`config.mk`:
```
export PLATFORM = sky130hd
export DESIGN_NAME = acds_front
export DESIGN_NICKNAME = d
export VERILOG_FILES = /design/src/rtl/core/acds_pkg.sv /design/src/rtl/core/acds_front.sv
export SDC_FILE = /design/constraint.sdc
export NUM_CORES = 1
export LEC_CHECK = 0
export ABC_AREA = 1
export BUFFER_PORTS_ARGS = -buffer_cell sky130_fd_sc_hd__clkbuf_2
export CORE_MARGIN = 1
export CORE_UTILIZATION = 64
export DETAILED_ROUTE_END_ITERATION = 16
export PLACE_DENSITY = 0.87
export SETUP_SLACK_MARGIN = 0.02
export SYNTH_ARGS = -nofsm -noshare
export SYNTH_HDL_FRONTEND = slang
export SYNTH_SLANG_ARGS = --single-unit
```
`constraint.sdc`:
```
create_clock -name i_clk -period 31.5 [get_ports i_clk]
set_input_delay 7.875 -clock i_clk [delete_from_list [all_inputs] [get_ports i_clk]]
set_output_delay 7.875 -clock i_clk [all_outputs]
set_load 0.02 [all_outputs]
```
`src/rtl/core/acds_pkg.sv`:
```
// shared constants, codes and types for the audio chunk drop speedup block
package acds_pkg;

    localparam int CHUNK_MAX   = 4096;
    localparam int CHANNEL_MAX = 8;
    localparam int FADE_MAX    = 2048;
    localparam int SAMPLE_BITS = 16;

    localparam int FRAME_W   = $clog2(CHUNK_MAX);
    localparam int CHAN_W    = $clog2(CHANNEL_MAX);
    localparam int SLOT_W    = $clog2(FADE_MAX);
    localparam int HADDR_W   = SLOT_W + CHAN_W;
    localparam int HELD_DEPTH = FADE_MAX * CHANNEL_MAX;
    localparam int CNT_W     = 15;
    localparam int GAIN_W    = 16;
    localparam int KIND_W    = 2;
    localparam int CFG_IDX_W = 2;
    localparam int CFG_W     = 13;
    localparam int CH_CFG_W  = 4;
    localparam int S_DATA_W  = 48;
    localparam int M_DATA_W  = 32;
    localparam int OP_W      = 3;

    localparam logic [GAIN_W-1:0] UNITY_GAIN = 16'h8000;

    localparam logic [KIND_W-1:0] KIND_SAMPLE = 2'd0;
    localparam logic [KIND_W-1:0] KIND_GAIN   = 2'd1;
    localparam logic [KIND_W-1:0] KIND_END    = 2'd2;

    localparam logic [CFG_IDX_W-1:0] CFG_CHANNELS = 2'd0;
    localparam logic [CFG_IDX_W-1:0] CFG_CHUNK    = 2'd1;
    localparam logic [CFG_IDX_W-1:0] CFG_KEEP     = 2'd2;

    localparam logic [OP_W-1:0] OP_EMIT  = 3'd0;
    localparam logic [OP_W-1:0] OP_HOLD  = 3'd1;
    localparam logic [OP_W-1:0] OP_BLEND = 3'd2;
    localparam logic [OP_W-1:0] OP_END   = 3'd3;
    localparam logic [OP_W-1:0] OP_GAIN  = 3'd4;

    typedef struct packed {
        logic [OP_W-1:0]               op;
        logic signed [SAMPLE_BITS-1:0] sample;
        logic [HADDR_W-1:0]            addr;
        logic [GAIN_W-1:0]             gain;
        logic [CNT_W-1:0]              count;
    } t_cmd;

    typedef struct packed {
        logic full;
        logic empty;
    } t_fifo_stat;

endpackage

```
`src/rtl/core/acds_front.sv`:
```
// front end: config registers, chunk position tracking and item classification
module acds_front (
    input  logic                          i_clk,
    input  logic                          i_rst_n,
    input  logic                          i_s_tvalid,
    output logic                          o_s_tready,
    input  logic [acds_pkg::S_DATA_W-1:0] i_s_tdata,
    input  logic [acds_pkg::KIND_W-1:0]   i_s_tuser,
    input  logic                          i_cfg_valid,
    output logic                          o_cfg_ready,
    input  logic [acds_pkg::CFG_IDX_W-1:0] i_cfg_index,
    input  logic [acds_pkg::CFG_W-1:0]    i_cfg_data,
    input  acds_pkg::t_fifo_stat          i_fifo_stat,
    output logic                          o_push,
    output acds_pkg::t_cmd                o_cmd
);
    import acds_pkg::*;

    logic [CH_CFG_W-1:0] r_ch_cfg, n_ch_cfg;
    logic [CFG_W-1:0]    r_chunk_cfg, n_chunk_cfg;
    logic [CFG_W-1:0]    r_keep_cfg, n_keep_cfg;
    logic [FRAME_W-1:0]  r_frame, n_frame;
    logic [CHAN_W-1:0]   r_chan, n_chan;
    logic [CNT_W-1:0]    r_emitted, n_emitted;

    logic [CH_CFG_W-1:0]    w_ch_cl;
    logic [CHAN_W-1:0]      w_ch_last;
    logic [CFG_W-1:0]       w_chunk_cl, w_keep_cl, w_drop, w_fade;
    logic [CFG_W-1:0]       w_hold_start, w_tail_start, w_frame_ext;
    logic [SLOT_W-1:0]      w_j_hold, w_j_tail;
    logic                   w_accept, w_chan_end, w_frame_end, w_emit;
    logic signed [SAMPLE_BITS-1:0] w_sample;
    logic [SLOT_W-1:0]      w_slot;
    logic [GAIN_W-1:0]      w_gain_in;

    assign o_s_tready  = !i_fifo_stat.full;
    assign o_cfg_ready = 1'b1;
    assign w_accept    = i_s_tvalid && o_s_tready;

    // tdata: sample_in, gain_slot, gain_value
    assign w_sample  = i_s_tdata[SAMPLE_BITS-1:0];
    assign w_slot    = i_s_tdata[SAMPLE_BITS +: SLOT_W];
    assign w_gain_in = i_s_tdata[SAMPLE_BITS + SLOT_W +: GAIN_W];

    always_comb begin
        if (r_ch_cfg == '0) begin
            w_ch_cl = CH_CFG_W'(1);
        end else if (r_ch_cfg > CH_CFG_W'(CHANNEL_MAX)) begin
            w_ch_cl = CH_CFG_W'(CHANNEL_MAX);
        end else begin
            w_ch_cl = r_ch_cfg;
        end
        w_ch_last = CHAN_W'(w_ch_cl - CH_CFG_W'(1));

        if (r_chunk_cfg == '0) begin
            w_chunk_cl = CFG_W'(1);
        end else if (r_chunk_cfg > CFG_W'(CHUNK_MAX)) begin
            w_chunk_cl = CFG_W'(CHUNK_MAX);
        end else begin
            w_chunk_cl = r_chunk_cfg;
        end

        if (r_keep_cfg == '0) begin
            w_keep_cl = CFG_W'(1);
        end else if (r_keep_cfg > w_chunk_cl) begin
            w_keep_cl = w_chunk_cl;
        end else begin
            w_keep_cl = r_keep_cfg;
        end

        w_drop       = w_chunk_cl - w_keep_cl;
        w_fade       = (w_keep_cl < w_drop) ? w_keep_cl : w_drop;
        w_hold_start = w_keep_cl - w_fade;
        w_tail_start = w_chunk_cl - w_fade;
        w_frame_ext  = CFG_W'(r_frame);
        w_j_hold     = SLOT_W'(w_frame_ext - w_hold_start);
        w_j_tail     = SLOT_W'(w_frame_ext - w_tail_start);
        w_chan_end   = (r_chan == w_ch_last);
        w_frame_end  = (w_frame_ext == w_chunk_cl - CFG_W'(1));
    end

    always_comb begin
        n_ch_cfg    = r_ch_cfg;
        n_chunk_cfg = r_chunk_cfg;
        n_keep_cfg  = r_keep_cfg;
        n_frame     = r_frame;
        n_chan      = r_chan;
        n_emitted   = r_emitted;
        o_push      = 1'b0;
        o_cmd       = '0;
        o_cmd.sample = w_sample;
        w_emit      = 1'b0;

        if (w_accept) begin
            unique case (i_s_tuser)
                KIND_GAIN: begin
                    o_push     = 1'b1;
                    o_cmd.op   = OP_GAIN;
                    o_cmd.addr = {w_slot, {CHAN_W{1'b0}}};
                    o_cmd.gain = (w_gain_in > UNITY_GAIN) ? UNITY_GAIN : w_gain_in;
                end
                KIND_END: begin
                    o_push      = 1'b1;
                    o_cmd.op    = OP_END;
                    o_cmd.count = r_emitted;
                    n_frame     = '0;
                    n_chan      = '0;
                    n_emitted   = '0;
                end
                KIND_SAMPLE: begin
                    if (w_frame_ext < w_hold_start) begin
                        o_push   = 1'b1;
                        o_cmd.op = OP_EMIT;
                        w_emit   = 1'b1;
                    end else if (w_frame_ext < w_keep_cl) begin
                        o_push     = 1'b1;
                        o_cmd.op   = OP_HOLD;
                        o_cmd.addr = {w_j_hold, r_chan};
                    end else if (w_frame_ext >= w_tail_start) begin
                        o_push     = 1'b1;
                        o_cmd.op   = OP_BLEND;
                        o_cmd.addr = {w_j_tail, r_chan};
                        w_emit     = 1'b1;
                    end
                    n_emitted = r_emitted + CNT_W'(w_emit);
                    if (w_chan_end) begin
                        n_chan = '0;
                        if (w_frame_end) begin
                            n_frame   = '0;
                            n_emitted = '0;
                        end else begin
                            n_frame = r_frame + FRAME_W'(1);
                        end
                    end else begin
                        n_chan = r_chan + CHAN_W'(1);
                    end
                end
                default: begin
                end
            endcase
        end

        if (i_cfg_valid) begin
            unique case (i_cfg_index)
                CFG_CHANNELS: n_ch_cfg    = i_cfg_data[CH_CFG_W-1:0];
                CFG_CHUNK:    n_chunk_cfg = i_cfg_data;
                CFG_KEEP:     n_keep_cfg  = i_cfg_data;
                default: begin
                end
            endcase
            if (i_cfg_index == CFG_CHANNELS || i_cfg_index == CFG_CHUNK ||
                i_cfg_index == CFG_KEEP) begin
                n_frame   = '0;
                n_chan    = '0;
                n_emitted = '0;
            end
        end
    end

    always_ff @(posedge i_clk) begin
        if (!i_rst_n) begin
            r_ch_cfg    <= CH_CFG_W'(1);
            r_chunk_cfg <= CFG_W'(1024);
            r_keep_cfg  <= CFG_W'(512);
            r_frame     <= '0;
            r_chan      <= '0;
            r_emitted   <= '0;
        end else begin
            r_ch_cfg    <= n_ch_cfg;
            r_chunk_cfg <= n_chunk_cfg;
            r_keep_cfg  <= n_keep_cfg;
            r_frame     <= n_frame;
            r_chan      <= n_chan;
            r_emitted   <= n_emitted;
        end
    end

endmodule

```
Word-level counts from Yosys, hierarchy flattened
Cells that the tools add are included.
- add/subtract/negate cells: 10
- $lt $le $gt $ge: 8
- eq/ne operators: 6
- mux-type cells: 46
- reduce and logical (&&, ||, !) cells: 13
- operator list (cell ; count):
    2-to-1 mux 15 bit ; 6
    2-to-1 mux 13 bit ; 5
    2-to-1 mux 12 bit ; 5
    2-to-1 mux 45 bit ; 1
    2-to-1 mux 14 bit ; 3
    subtractor 13 bit ; 3
    2-to-1 mux 16 bit ; 2
    one-hot mux 15 bit (2 select lines) ; 1
    one-hot mux 14 bit (2 select lines) ; 1
    logical NOT 13 bit ; 2
    < comparator 12 x 13 -> 1 bit ; 2
    one-hot mux 12 bit (2 select lines) ; 1
    subtractor 11 bit ; 2
    2-to-1 mux 3 bit ; 7
    greater-than comparator 16 bit, second input constant ; 1
    adder 15 x 1 -> 15 bit ; 1
    equality test 12 x 13 -> 1 bit ; 1
    greater-or-equal comparator 12 x 13 -> 1 bit ; 1
    greater-than comparator 13 bit ; 1
    greater-than comparator 13 bit, second input constant ; 1
    < comparator 13 bit ; 1
    subtractor 13 x 1 -> 13 bit, second input constant ; 1
    adder 12 x 1 -> 12 bit, second input constant ; 1
    one-hot mux 3 bit (3 select lines) ; 1
    other kinds (17) ; 32
- bits in registers: 60
- logic and storage cells: 89

Longest topological paths before layout
- depth in word-level cells: 23
- mapped depth: 79

Worst setup path before layout
OpenSTA, ideal clock, no wires.
- kind: input to output
- start point: in i_fifo_stat[1] (netlist name)
- end point: out o_cmd[22] (netlist name)
- arrival time: 9.399 ns
- setup slack: 14.227 ns
- stages: 8
- cells stage by stage: inv_1 > nand2_1 > inv_1 > nand2_1 > clkinv_1 > clkbuf_1 > nand2_1 > nor2_1
- RTL lines (what ; line ; source):
    start: declaration ; acds_front.sv:13 ; input acds_pkg::t_fifo_stat i_fifo_stat,
    end: declaration ; acds_front.sv:15 ; output acds_pkg::t_cmd o_cmd

==> metrics.md <==
| Metric | Value |
|---|---|
| Worst-Margin Slew | `approximately 1100 ps` |
| Sw Ratio | `0.530` |
| Sequential power share | `0.101` |
| Share of cells above drive strength 1 | `0.148` |
| Mapped Area | `8400 um^2` |
| Cells after synthesis | `between 1000 and 1500` |
| Met1 wire length | `~10 mm` |
| Most common cell in the netlist | `nand2_1` |
| Tcrit/Tclk final | `0.629` |
| Final Hold Viols | `0` |
| Netlist cell types | `57` |
| Seq/Total Area, Yosys | `0.143` |
| GR Util All Layers | `0.346` |
| Max Root-Sink Buffers | `2` |
| Top cells by area, synth | `ha_1, dfxtp_1, nand2_1, inv_1, a21oi_1` |
| Die ar. | `~14000 um^2` |
| Pleak | `around 4.7 nW` |
| Synth warnings | `0` |
| Overall die width | `approximately 120 um` |
| Global-route wire length before repair | `between 30 and 40 mm` |
| DRC violations left | `0` |
| CP required | `roughly 24000 ps` |
| RSZ-0062 raised after global routing | `no` |
| Initial Util | `0.660` |
| Top FF cell, synth | `dfxtp_1` |
| IO Pins | `between 100 and 150` |
| Largest net degree at the start of global routing | `32` |
| Final worst slack | `11700 ps` |
| Arr. time, crit path | `approximately 12000 ps` |
| Fill count | `roughly 1100` |
| Postcts setup bufs | `0` |
| Status | `completed` |
| Layout Nets | `around 1600` |
| Number of synthesized flops with an enable pin | `0` |
| Delay of the slowest critical-path stage | `roughly 620 ps` |
| Min Tclk post-route | `19800 ps` |
| Endpoint class of the critical path | `primary output` |
| Leading area contributor after synthesis | `ha_1` |
| Pwr/cell area | `roughly 87 nW/um^2` |
| Clock buffer count from CTS | `9` |
| Clock network fraction of total power | `0.137` |
| HPWL after DPL | `roughly 18 mm` |
| Worst vdd ir | `0.0450 mV` |
| Die height | `117 um` |
| Worst rel slew slack | `0.294` |
| Reg area | `around 1200 um^2` |
| CP Max Fanout | `27` |
| DRT iter0 DRCs | `610` |
| Sw Pwr | `~0.42 mW` |
| DR WL met3 | `1.69 mm` |
| Area fraction of the dominant cell type after synthesis | `0.158` |
| Multi-input gate area | `a little over 6000 um^2` |
| Root Driver | `clkbuf_16` |
| Final wirelength | `approximately 23 mm` |
| Met2 WL | `10.6 mm` |
| CTS H-tree depth | `3` |
| Final Skew | `9.96 ps` |
| Setup TNS | `0 ps` |
| Antenna diode count | `0` |
| Commonest cells in the netlist | `nand2_1, inv_1, nor2_1` |
| Worst-path clk slew | `60 ps` |
| Hold crit path type | `flop to flop` |
| Worst Setup Path Type | `flop to primary output` |
| Pre-antenna DRT Iters | `5` |
| PortBufs | `between 90 and 100` |
| Comb power frac | `0.762` |
| Fmax | `slightly above 50 MHz` |
| CP max-delay cell | `nor3_1` |
| Syn-to-layout area delta | `8.90%` |
| Fin. max-slew vios | `0` |
| Vias in the first global route | `7968` |
| Yosys reg bits | `60` |
| Antenna violations before repair | `0` |
| Vias/cell | `5.66` |
| WL per Instance | `~15 um` |
| Post-Place Worst Slack | `between 10000 and 15000 ps` |
| Final Setup Violations | `0` |
| Most frequent CP cell | `nand2_1` |
| Startpoint types | `flop` |
| MaxCap Viol Count | `0` |
| CTS tree | `done` |
| Core region area | `around 13000 um^2` |
| Syn_area_per_cell | `about 6.4 um^2` |
| Post-DRT Antenna Nets | `0` |
| Placer Congestion | `~0.96` |
| Total congestion overflow | `0` |
| Hold Buf Count CTS | `0` |
| Worst-skew pair later-pin latency | `around 330 ps` |
| Synth async-reset ratio | `0` |
| Internal | `0.373 mW` |
| Via count | `8791` |
| Highest metal used | `met4` |
| Row cnt | `41` |
| Post_cts resized | `0` |
| Clock sink total | `60` |
| FF-to-FF setup slack | `about 19000 ps` |
| Synth Net Count | `between 1000 and 1500` |
==> worst max-delay path: cells and delay by family (launching register included) <==
kind | cells | cell delay [ps]
buffers and inverters | 8 | 1350
XOR/XNOR | 1 | 160
adder cells (fa/ha/maj) | 6 | 1950
AND/OR/NAND/NOR | 32 | 5710
flip-flops | 1 | 430
AO/OA/AOI/OAI | 10 | 1960
==> logic make-up (layout without fill, tap and decap cells) <==
group / after synthesis / in the layout / share of synthesized area
flip-flops: 60 / 60 / 0.143
AO/OA/AOI/OAI: 249 / 249 / 0.170
AND/OR/NAND/NOR: 568 / 568 / 0.313
XOR/XNOR: 74 / 74 / 0.0772
other: 1 / 1 / 0.000447
adder cells (fa/ha/maj): 111 / 111 / 0.170
buffers and inverters: 252 / 318 / 0.127
==> power by group through the flow <==
stage	sequential, mW	combinational, mW	clock (mW)
after CTS	0.0799	0.597	0.108
after floorplan	0.0809	0.475	0
final	0.0800	0.606	0.109
after global routing	0.0802	0.689	0.112
after global placement	0.0814	0.583	0
after detailed placement	0.0815	0.593	0
==> final timing paths <==
check | from | endpoint | depth (start not counted)
worst max-delay path | r_chunk_cfg[12] | o_cmd[33] | 57
worst min-delay path | r_ch_cfg[0] | r_ch_cfg[0] | 2
worst max register to register | r_chunk_cfg[12] | r_emitted[14] | 69
worst min register to register | r_ch_cfg[0] | r_ch_cfg[0] | 2
==> through the flow <==
| stage | hold slack (ps) | util | instances | power (mW) | area (um^2) |
|---|---|---|---|---|---|
| 6_report | 477 | 0.719 | 1553 | 0.794 | 9140 |
| 5_1_grt | 504 | 0.719 | 1553 | 0.881 | 9140 |
| 4_1_cts | 475 | 0.719 | 1553 | 0.786 | 9140 |
| 3_5_place_dp | 460 | 0.693 | 1538 | 0.674 | 8820 |
| 3_3_place_gp | 453 | 0.693 | 1538 | 0.665 | 8820 |
| 2_1_floorplan | 423 | - | 1315 | 0.555 | 8400 |
==> per-layer routing <==
metal,track usage,up-vias
met1,0.413,3935
li1,-,4411
met5,0,-
met4,0.161,0
met3,0.0581,89
met2,0.606,356
==> flip-flops by register name (all words and copies together) (netlist names) <==
| signal | count |
|---|---|
| r_keep_cfg | 13 |
| r_chunk_cfg | 13 |
| r_chan | 3 |
| r_emitted | 15 |
| r_ch_cfg | 4 |
| r_frame | 12 |
==> layout make-up <==
type                       count  share of cell area
tap                          172              0.0235
sequential                    60               0.131
inverter                     204              0.0840
clock inverter                 4             0.00794
multi-input combinational   1003               0.671
timing repair buffer          99              0.0545
clock buffer                  11              0.0276
==> cell usage in the layout (no fill, tap or decap), types with 3 or more instances in the layout <==
cell	instances
nand2_1	262
inv_1	184
nor2_1	122
a21oi_1	110
ha_1	106
clkbuf_2	98
o21ai_0	78
nand3_1	71
dfxtp_1	60
xor2_1	59
nor3_1	26
nand3_2	22
a21oi_2	20
nand4_1	17
inv_2	16
xnor2_1	15
nor2_2	9
o21a_1	9
clkbuf_16	9
nand2_2	7
nand2_4	6
nor4_1	6
fa_1	5
nand3b_1	4
o21bai_1	4
a21o_1	4
clkinv_1	3
o21ai_1	3
o211ai_1	3
Note: power is estimated with default switching activity, not from simulation.
