==> src/rtl/core/acds_pkg.sv <==
// shared constants, codes and types for the audio chunk drop speedup block
package acds_pkg;

    localparam int CHUNK_MAX   = 4096;
    localparam int CHANNEL_MAX = 8;
    localparam int FADE_MAX    = 2048;
    localparam int SAMPLE_BITS = 16;

    localparam int FRAME_W   = $clog2(CHUNK_MAX);
    localparam int CHAN_W    = $clog2(CHANNEL_MAX);
    localparam int SLOT_W    = $clog2(FADE_MAX);
    localparam int HADDR_W   = SLOT_W + CHAN_W;
    localparam int HELD_DEPTH = FADE_MAX * CHANNEL_MAX;
    localparam int CNT_W     = 15;
    localparam int GAIN_W    = 16;
    localparam int KIND_W    = 2;
    localparam int CFG_IDX_W = 2;
    localparam int CFG_W     = 13;
    localparam int CH_CFG_W  = 4;
    localparam int S_DATA_W  = 48;
    localparam int M_DATA_W  = 32;
    localparam int OP_W      = 3;

    localparam logic [GAIN_W-1:0] UNITY_GAIN = 16'h8000;

    localparam logic [KIND_W-1:0] KIND_SAMPLE = 2'd0;
    localparam logic [KIND_W-1:0] KIND_GAIN   = 2'd1;
    localparam logic [KIND_W-1:0] KIND_END    = 2'd2;

    localparam logic [CFG_IDX_W-1:0] CFG_CHANNELS = 2'd0;
    localparam logic [CFG_IDX_W-1:0] CFG_CHUNK    = 2'd1;
    localparam logic [CFG_IDX_W-1:0] CFG_KEEP     = 2'd2;

    localparam logic [OP_W-1:0] OP_EMIT  = 3'd0;
    localparam logic [OP_W-1:0] OP_HOLD  = 3'd1;
    localparam logic [OP_W-1:0] OP_BLEND = 3'd2;
    localparam logic [OP_W-1:0] OP_END   = 3'd3;
    localparam logic [OP_W-1:0] OP_GAIN  = 3'd4;

    typedef struct packed {
        logic [OP_W-1:0]               op;
        logic signed [SAMPLE_BITS-1:0] sample;
        logic [HADDR_W-1:0]            addr;
        logic [GAIN_W-1:0]             gain;
        logic [CNT_W-1:0]              count;
    } t_cmd;

    typedef struct packed {
        logic full;
        logic empty;
    } t_fifo_stat;

endpackage

==> src/rtl/core/acds_cmd_fifo.sv <==
// short command queue between the front end and the back end
module acds_cmd_fifo (
    input  logic                 i_clk,
    input  logic                 i_rst_n,
    input  logic                 i_push,
    input  acds_pkg::t_cmd       i_cmd,
    input  logic                 i_pop,
    output acds_pkg::t_cmd       o_cmd,
    output acds_pkg::t_fifo_stat o_stat
);
    import acds_pkg::*;

    localparam int DEPTH = 4;
    localparam int PTR_W = $clog2(DEPTH);

    t_cmd             r_mem [DEPTH];
    logic [PTR_W-1:0] r_wr_ptr, n_wr_ptr;
    logic [PTR_W-1:0] r_rd_ptr, n_rd_ptr;
    logic [PTR_W:0]   r_count, n_count;
    logic             w_push, w_pop;

    assign o_stat.full  = (r_count == (PTR_W+1)'(DEPTH));
    assign o_stat.empty = (r_count == '0);
    assign o_cmd        = r_mem[r_rd_ptr];
    assign w_push       = i_push && !o_stat.full;
    assign w_pop        = i_pop && !o_stat.empty;

    always_comb begin
        n_wr_ptr = w_push ? r_wr_ptr + PTR_W'(1) : r_wr_ptr;
        n_rd_ptr = w_pop ? r_rd_ptr + PTR_W'(1) : r_rd_ptr;
        n_count  = r_count + (PTR_W+1)'(w_push) - (PTR_W+1)'(w_pop);
    end

    always_ff @(posedge i_clk) begin
        if (!i_rst_n) begin
            r_wr_ptr <= '0;
            r_rd_ptr <= '0;
            r_count  <= '0;
        end else begin
            r_wr_ptr <= n_wr_ptr;
            r_rd_ptr <= n_rd_ptr;
            r_count  <= n_count;
        end
    end

    always_ff @(posedge i_clk) begin
        if (w_push) begin
            r_mem[r_wr_ptr] <= i_cmd;
        end
    end

endmodule

==> config.mk <==
export PLATFORM = sky130hd
export DESIGN_NAME = acds_cmd_fifo
export DESIGN_NICKNAME = d
export VERILOG_FILES = /design/src/rtl/core/acds_pkg.sv /design/src/rtl/core/acds_cmd_fifo.sv
export SDC_FILE = /design/constraint.sdc
export NUM_CORES = 1
export LEC_CHECK = 0
export ABC_AREA = 1
export BUFFER_PORTS_ARGS = -buffer_cell sky130_fd_sc_hd__buf_2
export CAP_MARGIN = 0
export CORE_AREA = 2 2 172 174
export CTS_CLUSTER_SIZE = 40
export DETAILED_ROUTE_END_ITERATION = 8
export DIE_AREA = 0 0 174 176
export PLACE_DENSITY = 0.51
export SETUP_SLACK_MARGIN = 0.2
export SLEW_MARGIN = 10
export SYNTH_ARGS = -nofsm -noshare
export SYNTH_HDL_FRONTEND = slang
export SYNTH_SLANG_ARGS = --single-unit
export TNS_END_PERCENT = 1
==> constraint.sdc <==
create_clock -name i_clk -period 4.57 [get_ports i_clk]
set_clock_uncertainty 0.1 [all_clocks]
set_input_delay 0.457 -clock i_clk [delete_from_list [all_inputs] [get_ports i_clk]]
set_output_delay 0.457 -clock i_clk [all_outputs]
set_load 0.005 [all_outputs]
# Word-level counts from Yosys, hierarchy flattened
# Memory sizes are Yosys's and may differ from the RTL's. A register that Yosys moved wholly into a read port is not among the register bits.
# Cells that the tools add are included.
[classes]
n_eq_ne = 1
n_reduce_logical = 5
muxes = 4
bitwise = 0
order_cmp = 0
n_addsub = 4
n_shift = 0
div_mod_pow = 0
multipliers = 0
[op_table]
columns = ["cell", "count"]
rows = [
  ["$add A2 B1 Y2 const B", 2],
  ["$mux W2", 2],
  ["$add A3 B1 Y3", 1],
  ["$eq A3 B3 Y1 const B", 1],
  ["$logic_not A3 Y1", 1],
  ["$sub A3 B1 Y3", 1],
  ["$logic_and A1 B1 Y1", 2],
  ["$logic_not A1 Y1", 2],
  ["$mux W1", 2],
]
[totals]
regBits = 7
in_bits = 68
romBits = 0
elab_cells = 18
ramBits = 256
output_inout_bits = 66
memories = 1
latchBits = 0
[mem_list]
columns = ["name", "depth", "width", "rd", "rd_ports_with_merged_regs", "write_ports", "line", "rtl"]
rows = [
  ["r_mem", 4, 64, 1, 1, 1, "acds_cmd_fifo.sv:16", "t_cmd r_mem [DEPTH];"],
]

# Longest topological paths before layout
# Gate-level depths: netlist of the first run.
[depth]
ltp_word = 5
mapped_depth = 11
ltp_nobuf = 11

# Worst setup path after synthesis of the first run
# OpenSTA, ideal clock, no wires.
[synth_path]
path_kind = "flip-flop to flip-flop"
startpoint = "reg r_count[1]"
endpoint = "mem r_mem[0][0] in the netlist's numbering, enable pin"
stages_incl_launch_ff = 5
setup_slack_ns = 0.652
required_time_ns = 3.984
arrival_ns = 3.331
n_path_buf = 0
cell_sequence = "dfxtp_1 nor2_1 nand2_1 nand2_1 nor2_1"
[synth_via]
elab_chain_cells = 5
[synth_rtl]
columns = ["item", "line", "rtl"]
rows = [
  ["start: declaration", "acds_cmd_fifo.sv:19", "logic [PTR_W:0] r_count, n_count;"],
  ["start signal: assignment", "acds_cmd_fifo.sv:42", "r_count <= n_count;"],
  ["$eq A3 B3 Y1", "acds_cmd_fifo.sv:22", "assign o_stat.full = (r_count == (PTR_W+1)'(DEPTH));"],
  ["$logic_not A1 Y1", "acds_cmd_fifo.sv:25", "assign w_push = i_push && !o_stat.full;"],
  ["$logic_and A1 B1 Y1", "acds_cmd_fifo.sv:25", ""],
  ["$mux W1", "acds_cmd_fifo.sv:47", "if (w_push) begin"],
  ["$mux W1 (not written as such)", "acds_cmd_fifo.sv:48", "r_mem[r_wr_ptr] <= i_cmd;"],
  ["end: declaration", "acds_cmd_fifo.sv:16", ""],
]
# No other way between the ends.

==> flow_results.org, run 1 <==
** STA
- Based on the critical path, the design can be clocked at up to 297 MHz.
- Final worst path period share :: 0.736
- Final-report max-slew violation count :: 0
- Crit path setup slack, layout :: 1.21 ns
- Hold is met by 0.0311 ns.
- Tightest Pin Transition :: 1.12 ns
- Setup total negative slack on the finished layout was measured at 0 ns.
- Min Tclk post-route :: 3.36 ns
- Total of endpoints with negative setup slack in the final report :: 0
- Number of hold violations in the final report :: 0
- Setup repair after global routing left no endpoint under its margin.
- Relative slew slack :: 0.255

** Pwr
- Static power due to leakage :: 4.15 nW
- Total power draw :: 6.58 mW
- Pwr per Cell Area :: 554 nW/um^2
- VDD sags by at most between 0.2 and 0.3 mV.

** Placed design
- Cells after DPL :: 1172
- Summing all placed instances gives a cell area of 11000 sq um.
- In this run the tool buffered the top-level ports with 133 buffer cells.
- Worst Setup Slack post-DPL :: 1.71 ns
- Global placement routability congestion :: 0.714
- Once detailed placement completed, the half-perimeter wirelength came to 11400 um.

** Clocking
- CTS saw 265 sinks.
- Clock latency of the later-clocked register in the worst-skew pair :: 0.53 ns
- TritonCTS created 28 clock buffers.
- Clock root buffer master :: clkbuf_16
- Clock-pin slew was measured on the worst setup and hold paths at 0.06 ns.
- Clock tree buffer depth :: 3
- TritonCTS built the clock tree.
- Post CTS Setup Buffer Count :: 0
- After clock tree synthesis, the flow added hold-fix buffers numbering 0.
- Resize count post-CTS :: 0
- CTS built an H-tree with a depth of 1.

** Detailed routing
- The routed layout has 5838 vias.
- For this run, design rule violations remaining after detail routing come to 0.
- Post-route antenna net violation count :: 0
- The first routing iteration left 406 violations.
- Average wire per standard cell :: 17.5 um
- Via/cell ratio :: 4.77
- Wires add up to 21400 um.
- First drt pass iteration count :: 4

** Synth
- During synthesis, Yosys emitted a total of 0 warnings.
- Flops & latches, synth :: 265
- Share of the synthesized netlist area taken by xor and xnor gates :: 0
- Largest family of logic cells by synthesized area :: compound AO/OA/AOI/OAI gates
- Syn nets :: 762
- In this run the cell area of the synthesized design comes to 9980 sq um.
- In this run the mean area of a mapped cell was 14.5 sq um.
- Of the synthesized area, sequential elements account for 0.789.
- Adder-cell area share of the yosys netlist :: 0.00953
- The synthesized netlist contains 19 unique library cells.
- Basic-gate share of the synthesized area counting and, or, nand and nor cells :: 0.0599
- Measured against the total synthesized area, the mux share comes to 0.
- Synthesis produced 687 cells.
- The area fraction in compound gates after synthesis was 0.107.

** GRT
- For met1 alone, demand over resource in global routing was 0.195.
- The first global-routing pass estimated 32300 um of wire.
- Via count of the first global-routing pass :: 5575
- Maximum number of pins on one net before global-route repair :: 106
- Total congestion overflow after global routing :: 0
- For this run, global-route usage on met2 was measured as 0.212.
- For met3 alone, demand over resource in global routing was 0.0293.
- Most Crowded Layer GR :: met2
- Aggregate global-route resource usage :: 0.136
- Initial antenna violation count :: 2

** Final layout
- Measured on the finished design, the core utilization comes to 0.416.
- Of the cells placed in the final design, the portion with a size suffix greater than 1 is 0.228.
- The net count of the finished layout is 893.
- In the final layout, flip-flops and latches occupy 7870 sq um.
- FILL cells :: 2696
- Relative to the synthesized area, the layout overhead comes to 19.0%.
- Cell Count, Final, Fillers Out :: 1224
- Area used by multi-input combinational logic :: 1790 sq um
- Post-route standard cell area excluding fillers :: approximately 12000 sq um

** Floorplanning
- Starting density of the core :: 0.349
- The die is ~170 um wide.
- Die area :: 30600 sq um
- The die is 176 um tall.
- In this run the count of I/O pins placed on the die edge is between 100 and 150.
- After floorplanning, the core was divided into 62 placement rows.
- Core area :: 28500 sq um

** Min path
- Along the worst hold path, the cell count comes to 1.
- Worst min path class :: input pin to register

** Outcome
- The run finished with clean final reports.

** Critical path
- The critical path in this run is classified as register to output pin.
- The largest single stage delay on the critical path is 0.89 ns.
- Sequence of cells on the critical path :: inv_4 -> buf_4 -> o21ai_1 -> o22ai_1 -> buf_2
- In this run the worst path has a maximum fanout of approximately 110.
- Required time of the critical path :: 4.01 ns
- For the worst setup path, the data arrival time is 2.80 ns.
- The slowest stage of the critical path is the inv_4 cell.
- The worst register-to-register path has a depth of 5.
- Startpoint Class :: register
- Sort of element at the end of the critical path :: output pin

** Run
- Max-cap viol count :: 0
## cell families after synthesis
logic type,after synthesis
DFF,265
buffers and inverters,60
and+or+nand+nor,158
AOI/OAI and AO/OA,197
adders and majority gates,7
## Yosys cell counts (all sizes together)
master	n	area, sq um
edfxtp	256	7690
o22ai	64	400
dfxtp	9	180
ha	6	75.1
fa	1	20.0
buf	20	196
clkinv	1	3.75
a21oi	5	25.0
nand3	4	20.0
nor2	140	526
o21ai	128	641
clkbuf	21	82.6
inv	18	67.6
nand2	14	52.6
## registers in the layout, indices dropped and copies added, names as in the netlist, named ones only
signal,flops
r_mem,256
r_count,3
r_rd_ptr,2
r_wr_ptr,2
## layout by cell type (no fill, tap or decap), types with 2 or more instances in the layout
cell          n
a21oi_1       5
buf_2       133
buf_4         8
bufinv_16     3
clkbuf_1      3
clkbuf_16    29
clkinv_1      6
clkinv_2      6
clkinvlp_4    2
dfxtp_1       7
diode_2       2
edfxtp_1    256
ha_1          6
inv_1        17
nand2_1      14
nand3_1       4
nor2_1      136
nor2_4        4
o21ai_0      72
o21ai_1      56
o22ai_1      64
## per-layer routing
layer,wire [um],part of all wire
met4,460,0.022
met5,12,0.00056
met2,9510,0.44
met1,10300,0.48
met3,1110,0.052
## report_power, final
group	internal, mW	switching, mW	leakage (nW)	total [mW]
clock	1.32	0.891	0.441	2.21
combinational	0.457	0.852	1.29	1.31
sequential	2.96	0.102	2.42	3.06
total	4.74	1.85	4.15	6.58
## cell type report
| cell class | instances | area share |
|---|---|---|
| antenna | 2 | 0.000422 |
| clock buffer | 32 | 0.0621 |
| clock inverter | 18 | 0.0140 |
| inverter | 19 | 0.00622 |
| multi-input combinational | 362 | 0.151 |
| sequential | 265 | 0.663 |
| tap | 384 | 0.0405 |
| timing repair buffer | 142 | 0.0628 |
## worst max-delay path: cells and delay by family (launching register included)
family / cells / cell delay [ns]
AO/OA/AOI/OAI: 2 / 0.24
flip-flops: 1 / 0.52
buffers and inverters: 3 / 1.44
## worst paths after layout
kind,from,end,slack (ns)
setup reg to reg,r_count[1],r_mem[0][54],2.01
hold / removal,i_cmd[5],r_mem[2][5],0.03
setup / recovery,register,o_cmd[42],1.21
hold reg to reg,r_rd_ptr[0],register,0.40
Power figures use the tool's default switching activity.
==> run 2, diff against run 1 <==
--- a/config.mk
+++ b/config.mk
@@ -5,14 +5,14 @@
 export SDC_FILE = /design/constraint.sdc
 export NUM_CORES = 1
 export LEC_CHECK = 0
-export ABC_AREA = 1
+export ABC_AREA = 0
 export BUFFER_PORTS_ARGS = -buffer_cell sky130_fd_sc_hd__buf_2
 export CAP_MARGIN = 0
-export CORE_AREA = 2 2 172 174
+export CORE_AREA = 2 2 171 173
 export CTS_CLUSTER_SIZE = 40
 export DETAILED_ROUTE_END_ITERATION = 8
-export DIE_AREA = 0 0 174 176
-export PLACE_DENSITY = 0.51
+export DIE_AREA = 0 0 173 175
+export PLACE_DENSITY = 0.52
 export SETUP_SLACK_MARGIN = 0.2
 export SLEW_MARGIN = 10
 export SYNTH_ARGS = -nofsm -noshare
==> constraint.sdc (replaced) <==
create_clock -name i_clk -period 2.89 [get_ports i_clk]
set_clock_uncertainty 0.1 [all_clocks]
set_input_delay 0.289 -clock i_clk [delete_from_list [all_inputs] [get_ports i_clk]]
set_output_delay 0.289 -clock i_clk [all_outputs]
set_load 0.005 [all_outputs]
==> run 2 against run 1 <==
Die area down 1.1%. Wire length down 13%. Area after synthesis down 1.8%. Power up 51%. Global-route usage down 1.1 points. Register-to-register slack worse by 1.5 ns. Sequential share of layout area down 3.0 points. Clock power up 44%. Final area up 4.7%. Synthesized cell count down 44%. Critical path type unchanged.
==> flow_results.org, run 2 <==
** Critical path
- The delay of the slowest cell on the worst path was 0.63 ns (-0.26 ns).
- The setup slack of the worst register-to-register path was 0.55 ns (-1.46 ns).
- Maximum fanout encountered on the critical timing path :: 38 (-64%)
- Arrival time of the worst setup path :: 2.04 ns (-0.76 ns)
- Critical path start-end classification :: register to output pin
- STA classifies the critical path startpoint as a register.
- The logic depth of the worst register-to-register path came to 11 (+6).
- STA classifies the critical path endpoint as an output pin.
- Worst reg2reg path endpoint :: r_count[2]
- Reg2Reg Launch Point :: r_count[2]
- Walking the worst path, the cells encountered are buf_12 -> mux4_2 -> buf_2.
- The worst endpoint required time came to 2.50 ns (-1.51 ns).
- The slowest stage of the critical path is the dfxtp_4 cell.
- Capture point of the worst path :: o_cmd[5]

** Final layout
- Count of antenna diodes in the layout :: 0 (-2)
- The layout net count is 684 (-23%).
- Highest-count cells in the layout ignoring fill and taps :: edfxtp_1, buf_2, dlygate4sd3_1
- Area added between synthesis and finish :: 26.9%
- The final instance area came to 12400 sq um (+4.7%).
- Commonest non-fill, non-tap cell in the layout :: edfxtp_1
- The fraction of layout instances using a drive strength above 1 was 0.390 (+0.163).
- The number of flip-flops in the largest register was 256 (unchanged).
- Registers with the most flip-flops :: r_mem x256, r_count x3
- More flip-flops sit in one register than any other, and that register is r_mem.

** Detailed routing
- The number of remaining DRC errors came to 0 (unchanged).
- The routed wire length per instance is 18.4 um (+5.1%).
- The detailed-route wire length is 18600 um (-13%).
- First-iteration detailed-routing DRC count :: 242 (-40%)
- The via-per-instance ratio is 4.54 (-4.7%).
- The remaining antenna violation count was 0 (unchanged).
- The via total after detailed routing was 4607 (-21%).
- The number of detailed-routing iterations run before antenna repair came to 4 (unchanged).

** STA
- The number of setup violations in the final report is 0 (unchanged).
- The transition time at the pin with the least slew margin came to 0.446 ns (-0.671 ns).
- Highest Clock Rate :: 412 MHz
- Min Tclk post-route :: 2.43 ns
- Relative slew slack :: 0.703 (+0.448)
- The count of final hold-check violations is 0 (unchanged).
- Final-layout setup total negative slack :: 0 ns (unchanged)
- The final max-slew violation count is 0 (unchanged).
- The worst hold margin is 0.127 ns (+0.0956 ns).
- The setup slack after layout is 0.460 ns (-0.748 ns).
- Setup repair after global routing left no endpoint under its margin.
- Final worst path period share :: 0.841

** GRT
- Global-route wire length before repair :: 29300 um (-9.4%)
- The global route total overflow was 0 (unchanged).
- The largest net degree at the start of global routing came to 65 (-39%).
- The initial antenna violation count came to 0 (-2).
- Via count of the first global-routing pass :: 5134 (-7.9%)
- The global-route usage over all layers was 0.125 (-0.0111).

** Clocking
- Clock tree buffer depth :: 3 (unchanged)
- Clk sink count :: 265 (unchanged)
- TritonCTS built the clock tree.
- The post-cts gate resize count was 0 (unchanged).
- The number of buffers inserted during clock tree synthesis is 28 (unchanged).
- The cell sitting at the root of the clock tree is a clkbuf_16.
- The clock transition at the registers of the reported paths was 0.06 ns (about the same).
- Clock H-tree levels :: 1 (unchanged)
- Clock latency of the later-clocked register in the worst-skew pair :: 0.54 ns (about the same)

** Synth
- The synthesized flop and latch total is 265 (unchanged).
- Largest cells by area after synthesis :: edfxtp_1, mux4_2, dfxtp_1, buf_12, mux4_1
- Area of the mapped netlist :: 9800 sq um (-1.8%)
- Post-synth top cells :: edfxtp_1, mux4_2, dfxtp_1
- The sequential area share after synthesis is 0.803 (+0.0146).
- Warnings, synthesis :: 0 (unchanged)
- edfxtp_1 takes more of the synthesized area than any other cell.
- The synthesized area per cell was 25.4 sq um (+75%).
- Syn nets :: 460 (-40%)
- The number of distinct library cells after synthesis was 23 (+4).
- The post-synthesis async set-or-reset flop share was 0 (unchanged).
- Instance count of the mapped netlist :: 385 (-44%)
- Count leader, synth :: edfxtp_1
- Number of enable flip-flop cells after synthesis :: 256 (unchanged)
- Flip-flop cell with the highest count after synthesis :: edfxtp_1
- The fraction of synthesized cell area taken by the top area cell type is 0.785 (+0.0143).

** Placed design
- Placed instance area :: 10900 sq um (-0.14%)
- Global placement routability congestion :: 0.674 (-5.5%)
- The number of port buffers was 133 (unchanged).
- Post-DP HPWL :: 11000 um (-4.2%)
- Worst Setup Slack post-DPL :: 0.518 ns (-1.19 ns)

** Pwr
- The worst vdd rail ir drop is 0.442 mV (+63%).
- Static power due to leakage :: 4.19 nW (+0.99%)
- The overall power after layout was 9.97 mW (+51%).
- The power per cell area was 802 nW/um^2 (+45%).

** Outcome
- The run finished with clean final reports.

** Floorplanning
- Die height :: 175 um (-0.57%)
- Die area :: 30300 sq um (-1.1%)
- The starting density of the core came to 0.345 (-0.00448).
- Ports placed on the boundary :: 134 (unchanged)
- The number of rows created at floorplan was 62 (unchanged).
- Core area :: 28400 sq um (-0.54%)
- The die extent in x came to 173 um (-0.57%).

** Min path
- The worst hold path belongs to the class input pin to register.

** Run
- Max-cap viol count :: 0 (unchanged)
run 2: changes by cell type after synthesis, sizes merged, moves of 4 or more:
cell / before / now
nor2: 140 / 0
o21ai: 128 / 3
mux4: 0 / 64
o22ai: 64 / 0
clkbuf: 21 / 2
inv: 18 / 6
nand2: 14 / 6
and2: 0 / 7
buf: 20 / 14
a21oi: 5 / 0
nand3: 4 / 0
run 2: cell families after synthesis:
group           share of synthesized area
flops                               0.803
buf+inv                            0.0202
mux                                 0.151
compound gates                    0.00230
simple gates                       0.0121
fa+ha+maj                         0.00971
xor+xnor                          0.00179
run 2: area by class of cell:
| type | count | area (sq um) |
|---|---|---|
| Multi-Input combinational cell | 98 | 1740 |
| Tap cell | 384 | 480 |
| Sequential cell | 265 | 7880 |
| Clock inverter | 9 | 52.6 |
| Fill cell | 2519 | 16000 |
| Timing Repair Buffer | 210 | 1500 |
| Clock buffer | 42 | 763 |
| Inverter | 6 | 22.5 |
run 2: report_power, final:
group | switching, mW | leakage [nW] | internal, mW
clock | 1.37 | 0.399 | 1.82
combinational | 0.935 | 1.37 | 1.06
sequential | 0.123 | 2.42 | 4.66
total | 2.43 | 4.19 | 7.54
run 2: worst max-delay path: cells and delay by family, from the launching register on:
family   cells  cell delay (ns)
buf+inv      2             0.48
flops        1             0.63
mux          1             0.37
run 2: how the worst min path moves through the flow:
stage | start | endpoint | cells after the start
2_1_floorplan | i_cmd[0] | r_mem[0][0] | 0
6_report | i_push | r_wr_ptr[1] | 4
4_1_cts | i_push | r_wr_ptr[1] | 4
3_3_place_gp | r_rd_ptr[0] | r_rd_ptr[0] | 2
3_5_place_dp | r_wr_ptr[1] | r_wr_ptr[1] | 2
5_1_grt | i_push | r_wr_ptr[0] | 4
run 2: per-layer routing:
| metal | vias to the layer above | track usage | wire (um) | share of wire |
|---|---|---|---|---|
| met1 | 2386 | 0.151 | 7530 | 0.40 |
| met2 | 104 | 0.222 | 9620 | 0.52 |
| met4 | 0 | 0.0417 | 457 | 0.025 |
| met5 | - | 0 | 0 | 0 |
| li1 | 2085 | - | - | - |
| met3 | 32 | 0.0289 | 1010 | 0.054 |
run 2: what timing repair did:
action                     in CTS  in global routing
buffers inserted                0                  0
hold buffers                   67                  0
setup endpoints to repair       0                  0
hold endpoints to repair      265                  0
run 2: stage by stage:
stage	util	cells
finish	0.438	1014
detailed placement	0.386	896
global route	0.438	1014
floorplan	-	385
CTS	0.438	1014
global placement	0.386	896
